$ cat src/rtl/i2ra_pkg.sv
package i2ra_pkg;

  // Operand and digit geometry
  localparam int unsigned VALUE_W = 16;
  localparam int unsigned RADIX_W = 5;
  localparam int unsigned DIGIT_W = 4;
  localparam int unsigned CHAR_W = 8;
  // Divider bits retired per cycle
  localparam int unsigned STEPS_PER_CYCLE = 8;

  localparam logic [RADIX_W-1:0] BASE_MIN = 5'd2;
  localparam logic [RADIX_W-1:0] BASE_MAX = 5'd16;

  // ASCII codes
  localparam logic [CHAR_W-1:0] CH_ZERO    = 8'h30;
  localparam logic [CHAR_W-1:0] CH_UPPER_A = 8'h41;
  localparam logic [CHAR_W-1:0] CH_LOWER_A = 8'h61;
  localparam logic [CHAR_W-1:0] CH_MINUS   = 8'h2D;
  localparam logic [DIGIT_W-1:0] DIGIT_TEN = 4'd10;

  typedef enum logic [1:0] {
    OP_U16 = 2'd0,
    OP_U8  = 2'd1,
    OP_S8  = 2'd2
  } op_e;

  typedef enum logic [1:0] {
    ST_IDLE,
    ST_DIV,
    ST_PRIME,
    ST_EMIT
  } state_e;

  typedef struct packed {
    logic [1:0]         op;
    logic [VALUE_W-1:0] value;
    logic [RADIX_W-1:0] radix;
    logic               upper_case;
  } in_t;

  typedef struct packed {
    logic [CHAR_W-1:0] char_out;
    logic              last;
  } out_t;

  // Controller to datapath
  typedef struct packed {
    logic load;
    logic div;
    logic prime;
    logic emit;
  } cmd_t;

  // Datapath to controller
  typedef struct packed {
    logic div_last;
    logic ptr_zero;
  } sts_t;

  // Map a digit to its ASCII character
  function automatic logic [CHAR_W-1:0] digit_char(input logic [DIGIT_W-1:0] d,
                                                   input logic up);
    logic [CHAR_W-1:0] r;
    if (d < DIGIT_TEN) begin
      r = CH_ZERO + {4'd0, d};
    end else begin
      r = (up ? CH_UPPER_A : CH_LOWER_A) + {4'd0, d - DIGIT_TEN};
    end
    return r;
  endfunction

endpackage

$ cat src/rtl/integer_to_radix_ascii.sv
// After an item is taken the divider works out its digits; then the sign, if any, is
// shown in the prime state and the digits follow, most significant first, one
// character each cycle. A new item is taken only once its last character is out; the
// divider retires eight quotient bits a cycle and the emit stage does one read a cycle.
// Reset is asynchronous and active low; it returns the block to idle, dropping any item.
// Results carry a strobe only; the receiver cannot stall them.
module integer_to_radix_ascii #(
  parameter int unsigned MAX_DIGITS = 16
) (
  input  logic           clk_i,
  input  logic           rst_ni,
  input  logic           start_i,
  input  i2ra_pkg::in_t  in_i,
  output logic           busy_o,
  output logic           strobe_o,
  output i2ra_pkg::out_t out_o
);

  i2ra_pkg::cmd_t cmd;
  i2ra_pkg::sts_t sts;

  i2ra_ctrl u_ctrl (
    .clk_i  (clk_i),
    .rst_ni (rst_ni),
    .start_i(start_i),
    .sts_i  (sts),
    .cmd_o  (cmd),
    .busy_o (busy_o)
  );

  i2ra_datapath #(
    .MAX_DIGITS(MAX_DIGITS)
  ) u_datapath (
    .clk_i   (clk_i),
    .rst_ni  (rst_ni),
    .in_i    (in_i),
    .cmd_i   (cmd),
    .sts_o   (sts),
    .strobe_o(strobe_o),
    .out_o   (out_o)
  );

  a_strobe_busy: assert property (@(posedge clk_i) disable iff (!rst_ni)
    strobe_o |-> busy_o)
    else $error("result while idle");

  a_accept_busy: assert property (@(posedge clk_i) disable iff (!rst_ni)
    (start_i && !busy_o) |=> busy_o)
    else $error("accepted item left no work");

  a_last_gap: assert property (@(posedge clk_i) disable iff (!rst_ni)
    (strobe_o && out_o.last) |=> !strobe_o)
    else $error("result straight after last character");

endmodule

$ cat src/rtl/i2ra_ram.sv
module i2ra_ram #(
  parameter int unsigned WIDTH = 4,
  parameter int unsigned DEPTH = 16
) (
  input  logic                     clk_i,
  input  logic                     we_i,
  input  logic [$clog2(DEPTH)-1:0] waddr_i,
  input  logic [WIDTH-1:0]         wdata_i,
  input  logic [$clog2(DEPTH)-1:0] raddr_i,
  output logic [WIDTH-1:0]         rdata_o
);

  logic [WIDTH-1:0] mem_q [DEPTH];
  logic [WIDTH-1:0] rdata_q;

  // Write port and registered read port
  always_ff @(posedge clk_i) begin
    if (we_i) begin
      mem_q[waddr_i] <= wdata_i;
    end
    rdata_q <= mem_q[raddr_i];
  end

  assign rdata_o = rdata_q;

endmodule

$ cat src/rtl/i2ra_datapath.sv
module i2ra_datapath #(
  parameter int unsigned MAX_DIGITS = 16
) (
  input  logic           clk_i,
  input  logic           rst_ni,
  input  i2ra_pkg::in_t  in_i,
  input  i2ra_pkg::cmd_t cmd_i,
  output i2ra_pkg::sts_t sts_o,
  output logic           strobe_o,
  output i2ra_pkg::out_t out_o
);

  localparam int unsigned AW = $clog2(MAX_DIGITS);
  localparam logic [AW-1:0] LAST_SLOT = AW'(MAX_DIGITS - 1);

  logic [i2ra_pkg::VALUE_W-1:0] dvd_q, dvd_d;
  logic [i2ra_pkg::DIGIT_W-1:0] rem_q, rem_d;
  logic [i2ra_pkg::RADIX_W-1:0] base_q, base_d;
  logic                         neg_q, neg_d;
  logic                         upper_q;
  logic                         phase_q;
  logic [AW-1:0]                cnt_q;
  logic [i2ra_pkg::VALUE_W-1:0] mag;
  logic [i2ra_pkg::VALUE_W-1:0] step_dvd;
  logic [i2ra_pkg::DIGIT_W-1:0] step_rem;
  logic                         digit_end;
  logic                         conv_end;
  logic [AW-1:0]                raddr;
  logic [i2ra_pkg::DIGIT_W-1:0] rdata;

  // Decode the type mode into magnitude and sign, clamp the base
  always_comb begin
    mag = in_i.value;
    neg_d = 1'b0;
    unique case (i2ra_pkg::op_e'(in_i.op))
      i2ra_pkg::OP_U8: begin
        mag = {8'd0, in_i.value[7:0]};
      end
      i2ra_pkg::OP_S8: begin
        if (in_i.value[7]) begin
          neg_d = 1'b1;
          mag = {8'd0, (~in_i.value[7:0]) + 8'd1};
        end else begin
          mag = {8'd0, in_i.value[7:0]};
        end
      end
      default: begin
        mag = in_i.value;
      end
    endcase
    if (in_i.radix < i2ra_pkg::BASE_MIN) begin
      base_d = i2ra_pkg::BASE_MIN;
    end else if (in_i.radix > i2ra_pkg::BASE_MAX) begin
      base_d = i2ra_pkg::BASE_MAX;
    end else begin
      base_d = in_i.radix;
    end
  end

  // Restoring division, eight quotient bits per cycle
  always_comb begin
    logic [i2ra_pkg::DIGIT_W:0] part;
    logic [i2ra_pkg::DIGIT_W:0] diff;
    logic                       qbit;
    step_dvd = dvd_q;
    step_rem = phase_q ? rem_q : '0;
    for (int i = 0; i < int'(i2ra_pkg::STEPS_PER_CYCLE); i++) begin
      part = {step_rem, step_dvd[i2ra_pkg::VALUE_W-1]};
      diff = part - base_q;
      qbit = (part >= base_q);
      step_rem = qbit ? diff[i2ra_pkg::DIGIT_W-1:0] : part[i2ra_pkg::DIGIT_W-1:0];
      step_dvd = {step_dvd[i2ra_pkg::VALUE_W-2:0], qbit};
    end
  end

  // Stop on a zero quotient or when the digit store is full
  assign digit_end = cmd_i.div & phase_q;
  assign conv_end = (step_dvd == '0) || (cnt_q == LAST_SLOT);

  always_comb begin
    dvd_d = dvd_q;
    rem_d = rem_q;
    if (cmd_i.load) begin
      dvd_d = mag;
    end else if (cmd_i.div) begin
      dvd_d = step_dvd;
      rem_d = step_rem;
    end
  end

  // Operand registers
  always_ff @(posedge clk_i) begin
    dvd_q <= dvd_d;
    rem_q <= rem_d;
    if (cmd_i.load) begin
      base_q <= base_d;
      neg_q <= neg_d;
      upper_q <= in_i.upper_case;
    end
  end

  // Half-digit phase and digit pointer
  always_ff @(posedge clk_i or negedge rst_ni) begin
    if (!rst_ni) begin
      phase_q <= 1'b0;
      cnt_q <= '0;
    end else if (cmd_i.load) begin
      phase_q <= 1'b0;
      cnt_q <= '0;
    end else if (cmd_i.div) begin
      phase_q <= ~phase_q;
      if (phase_q && !conv_end) begin
        cnt_q <= cnt_q + 1'b1;
      end
    end else if (cmd_i.emit) begin
      cnt_q <= cnt_q - 1'b1;
    end
  end

  // Read the top digit on prime, then step down one a cycle
  assign raddr = cmd_i.prime ? cnt_q : cnt_q - 1'b1;

  i2ra_ram #(
    .WIDTH(i2ra_pkg::DIGIT_W),
    .DEPTH(MAX_DIGITS)
  ) u_digits (
    .clk_i  (clk_i),
    .we_i   (digit_end),
    .waddr_i(cnt_q),
    .wdata_i(step_rem),
    .raddr_i(raddr),
    .rdata_o(rdata)
  );

  assign sts_o.div_last = digit_end & conv_end;
  assign sts_o.ptr_zero = (cnt_q == '0);

  // Sign on prime, digits on emit
  assign strobe_o = (cmd_i.prime & neg_q) | cmd_i.emit;
  always_comb begin
    out_o.char_out = cmd_i.prime ? i2ra_pkg::CH_MINUS
                                 : i2ra_pkg::digit_char(rdata, upper_q);
    out_o.last = cmd_i.emit & (cnt_q == '0);
  end

  a_waddr_range: assert property (@(posedge clk_i) disable iff (!rst_ni)
    digit_end |-> (cnt_q <= LAST_SLOT))
    else $error("digit write beyond store");

endmodule

$ cat src/rtl/i2ra_ctrl.sv
module i2ra_ctrl (
  input  logic           clk_i,
  input  logic           rst_ni,
  input  logic           start_i,
  input  i2ra_pkg::sts_t sts_i,
  output i2ra_pkg::cmd_t cmd_o,
  output logic           busy_o
);

  i2ra_pkg::state_e state_q, state_d;

  // State register
  always_ff @(posedge clk_i or negedge rst_ni) begin
    if (!rst_ni) begin
      state_q <= i2ra_pkg::ST_IDLE;
    end else begin
      state_q <= state_d;
    end
  end

  // Next state and commands
  always_comb begin
    state_d = state_q;
    cmd_o = '0;
    unique case (state_q)
      i2ra_pkg::ST_IDLE: begin
        if (start_i) begin
          cmd_o.load = 1'b1;
          state_d = i2ra_pkg::ST_DIV;
        end
      end
      i2ra_pkg::ST_DIV: begin
        cmd_o.div = 1'b1;
        if (sts_i.div_last) begin
          state_d = i2ra_pkg::ST_PRIME;
        end
      end
      i2ra_pkg::ST_PRIME: begin
        cmd_o.prime = 1'b1;
        state_d = i2ra_pkg::ST_EMIT;
      end
      i2ra_pkg::ST_EMIT: begin
        cmd_o.emit = 1'b1;
        if (sts_i.ptr_zero) begin
          state_d = i2ra_pkg::ST_IDLE;
        end
      end
      default: begin
        state_d = i2ra_pkg::ST_IDLE;
      end
    endcase
  end

  assign busy_o = (state_q != i2ra_pkg::ST_IDLE);

endmodule

$ cat config.mk
export PLATFORM = sky130hd
export DESIGN_NAME = integer_to_radix_ascii
export DESIGN_NICKNAME = d
export VERILOG_FILES = /design/src/rtl/i2ra_pkg.sv /design/src/rtl/integer_to_radix_ascii.sv /design/src/rtl/i2ra_ram.sv /design/src/rtl/i2ra_datapath.sv /design/src/rtl/i2ra_ctrl.sv
export SDC_FILE = /design/constraint.sdc
export NUM_CORES = 1
export LEC_CHECK = 0
export ABC_AREA = 0
export BUFFER_PORTS_ARGS = -buffer_cell sky130_fd_sc_hd__buf_2
export CAP_MARGIN = 25
export CORE_AREA = 2 2 107 109
export CTS_CLUSTER_SIZE = 30
export DETAILED_ROUTE_END_ITERATION = 16
export DIE_AREA = 0 0 109 111
export PLACE_DENSITY = 0.81
export SLEW_MARGIN = 10
export SYNTH_ARGS = -nofsm -noshare
export SYNTH_HDL_FRONTEND = slang
export SYNTH_SLANG_ARGS = --single-unit
$ cat constraint.sdc
create_clock -name clk_i -period 14.6 [get_ports clk_i]
set_input_delay 0 -clock clk_i [delete_from_list [all_inputs] [get_ports clk_i]]
set_output_delay 0 -clock clk_i [all_outputs]
set_load 0.005 [all_outputs]
==> results.toml <==
[finish]
nFillCells = 738
area_growth_pct = 11.7
design_area_um2 = 7370
nets = 724
drive_gt1_share_pct = 17.0
antennaDiodeCount = 0
final_util_pct = 66.5

[route]
num_vias = 5027
drt_iter0_markers = 503
wirelength_um = 15500
firstDrtPassIters = 5
viasPerCell = 6.41
wire_per_inst_um = 19.8
ant_nets = 0
drc_errors = 0

[global_route]
groute.usage.overall_pct = 27.1
grt_pass1_wl_um = 25000
antenna_found_initial = 0
overflow = 0
grt_pass1_vias = 4923
grt_max_degree = 30

[sta]
finalMaxSlewViolations = 0
setup_viol = 0
slew-limit-headroom_pct = 45.5
fmax_mhz = 78.0
rsz0062_at_grt = "no"
skew_ns = 0.0108
post-route-period-util_pct = 87.8
hold_violations = 0
final.setup.tns_ns = 0
worst_slew_pin_slew_ns = 0.816
period_needed_ns = 12.82

[synthesis]
synth_xor_area_share_pct = 2.79
synth_compound_area_share_pct = 11.8
ys_ff_latch = 102
syn_inst = 590
synthMuxAreaShare_pct = 11.0
synth_area_um2 = 6600
ys.flop_type = "edfxtp_1"
synth_top_family_by_area = "simple AND/OR/NAND/NOR gates"
seq_area_frac_synth_pct = 45.3
synthSimpleGateAreaFrac_pct = 12.7
yosysWarnings = 0
synth_cell_types = 66
synth_fp_nets = 678
yosys.area_share.adder_pct = 12.5
synth.avg_cell_area_um2 = 11.2
synth_edf_count = 91
synthArstFlopShare_pct = 6.86

[cts]
cts_tree = "done"
cts_buffers = 9
cts.clk_slew.worst_paths_ns = 0.07
clock_path_buffers = 2
clock-sinks = 102
postCtsSetupBuffers = 0
h-tree-depth = 3
insertion_delay_ns = 0.36
cts_root_buffer = "clkbuf_16"

[floorplanning]
fp.dieH_um = 111
ioPinCount = 38
initial_core_util_pct = 59.5
coreArea_um2 = 11100
num_rows = 39
dieArea_um2 = 12100
die_x_um = 109

[worst_setup_path]
r2r_setup_slack_ns = 1.78
crit_path_end_kind = "register"
required_ns = 14.81
cp.arrival_ns = 13.04
criticalPathCategory = "register to register"
reg2reg_to = "u_datapath.cnt_q[0]"
r2r_start = "u_datapath.phase_q"
slowest_delay_ns = 0.76
critPathMaxFanout = 22
r2r_cells = 49
crit_path_start_kind = "register"
cpMostUsedCell = "ha_1"
crit_path_top_delay_cell = "dfrtp_1"

[status]
outcome = "completed"

[flow_run]
max-cap-violations = 0

[place]
placed_area_um2 = 6880
hpwl_um = 10800
finalWeightedCongestion = 0.877
io_buffers = 36

[worst_hold_path]
min_path_type = "input port to asynchronous set/reset pin"
[cells in the mapped netlist (3+ instances only)]
library cell / number / share of area, %
xor2_1: 7 / 0.93
o21ai_1: 4 / 0.30
o211ai_1: 3 / 0.34
nor2_1: 50 / 2.8
mux2i_1: 11 / 1.7
ha_1: 54 / 10
fa_1: 7 / 2.1
buf_6: 3 / 0.51
dfrtp_1: 7 / 2.7
a221oi_1: 4 / 0.53
a21oi_1: 28 / 2.1
and2_1: 4 / 0.38
o21ai_0: 24 / 1.8
nor2b_1: 7 / 0.66
or3_1: 6 / 0.57
mux4_2: 15 / 5.1
edfxtp_1: 91 / 41
nand3_1: 16 / 1.2
mux2_2: 21 / 3.6
inv_1: 38 / 2.2
o21a_1: 7 / 0.80
nor3_1: 10 / 0.76
buf_1: 3 / 0.17
a31oi_1: 8 / 0.76
nand2_1: 54 / 3.1
or2_2: 3 / 0.28
o22ai_1: 5 / 0.47
and3_1: 4 / 0.38
nand2b_1: 9 / 0.85
dfxtp_1: 4 / 1.2
nor4_1: 5 / 0.47
clkbuf_1: 12 / 0.68
a21o_1: 12 / 1.4
xnor2_1: 14 / 1.9
[critical path: cells and delay by family, from the launching register on]
| kind | cells | cell delay (ns) |
|---|---|---|
| muxes | 6 | 2.44 |
| adders and majority gates | 8 | 2.15 |
| AOI/OAI and AO/OA | 25 | 6.03 |
| DFF | 1 | 0.76 |
| and+or+nand+nor | 6 | 0.99 |
| buffers and inverters | 4 | 0.29 |
[area by class of cell]
type,count,area (µm²),area share [%]
multi-input combinational,429,3370,45.7
sequential,102,2990,40.6
timing repair buffer,54,368,4.99
clock buffer,9,225,3.06
tap,143,179,2.43
inverter,40,150,2.04
clock inverter,7,88.8,1.21
[cell families (layout without fill, tap and decap cells)]
group / after synthesis / after routing
AND/OR/NAND/NOR: 178 / 178
AO/OA/AOI/OAI: 118 / 118
flip-flops: 102 / 102
adder cells (fa/ha/maj): 62 / 62
buffers and inverters: 59 / 110
multiplexers: 49 / 49
XOR/XNOR: 21 / 21
other: 1 / 1
[flip-flops by register name (all words and copies together) (netlist names), 2 cells and up]
signal / flops
u_datapath.base_q: 5
u_datapath.dvd_q: 16
u_datapath.cnt_q: 4
u_datapath.u_digits.mem_q: 64
u_ctrl.state_q: 2
u_datapath.rem_q: 4
u_datapath.u_digits.rdata_o: 4
[through the flow]
stage | hold WS (ns) | cells | setup WS (ns)
3_3_place_gp | -0.153 | 752 | 2.80
5_1_grt | 0.0438 | 784 | 1.01
4_1_cts | 0.00208 | 781 | 1.79
2_1_floorplan | -0.296 | 590 | 3.54
6_report | 0.00370 | 784 | 1.78
3_5_place_dp | -0.152 | 752 | 1.98
[repair_timing]
action / CTS / global route
hold endpoints to repair: 21 / 0
hold buffers: 13 / 0
resized for setup: 0 / 0
[placed cells by master (no fill, tap or decap), types with 3 or more instances in the layout]
| cell type | count |
|---|---|
| a21o_1 | 12 |
| a21oi_1 | 28 |
| a221oi_1 | 4 |
| a31oi_1 | 8 |
| and2_1 | 4 |
| and3_1 | 4 |
| buf_2 | 36 |
| clkbuf_16 | 9 |
| dfrtp_1 | 7 |
| dfxtp_1 | 4 |
| dlygate4sd3_1 | 13 |
| edfxtp_1 | 91 |
| fa_1 | 7 |
| ha_1 | 54 |
| inv_1 | 38 |
| mux2_2 | 21 |
| mux2i_1 | 11 |
| mux4_2 | 15 |
| nand2_1 | 54 |
| nand2b_1 | 9 |
| nand3_1 | 16 |
| nor2_1 | 50 |
| nor2b_1 | 7 |
| nor3_1 | 10 |
| nor4_1 | 5 |
| o211ai_1 | 3 |
| o21a_1 | 7 |
| o21ai_0 | 24 |
| o21ai_1 | 4 |
| o22ai_1 | 5 |
| or2_2 | 3 |
| or3_1 | 6 |
| xnor2_1 | 14 |
| xor2_1 | 6 |
[metal layers]
layer | up-vias | global-route usage, % | part of all wire (%)
met4 | 0 | 10.3 | 2.8
met1 | 2445 | 37.6 | 41
met5 | - | 0 | 0
met3 | 50 | 4.17 | 7.0
li1 | 2283 | - | -
met2 | 249 | 43.1 | 49
[how the worst max path moves through the flow]
stage          slack (ns)  cells after the start                          endpoint               start
6_report             1.78                     49               u_datapath.cnt_q[0]  u_datapath.phase_q
5_1_grt              1.01                     50               u_datapath.cnt_q[0]  u_datapath.phase_q
4_1_cts              1.79                     47   u_datapath.u_digits.mem_q[9][0]  u_datapath.phase_q
3_5_place_dp         1.98                     47   u_datapath.u_digits.mem_q[8][0]  u_datapath.phase_q
3_3_place_gp         2.80                     47  u_datapath.u_digits.mem_q[11][0]  u_datapath.phase_q
2_1_floorplan        3.54                     49               u_datapath.rem_q[0]  u_datapath.phase_q
Power is left out: the tool's default activity adds up to more than one toggle a clock period on the data nets, which glitch-free logic cannot reach.
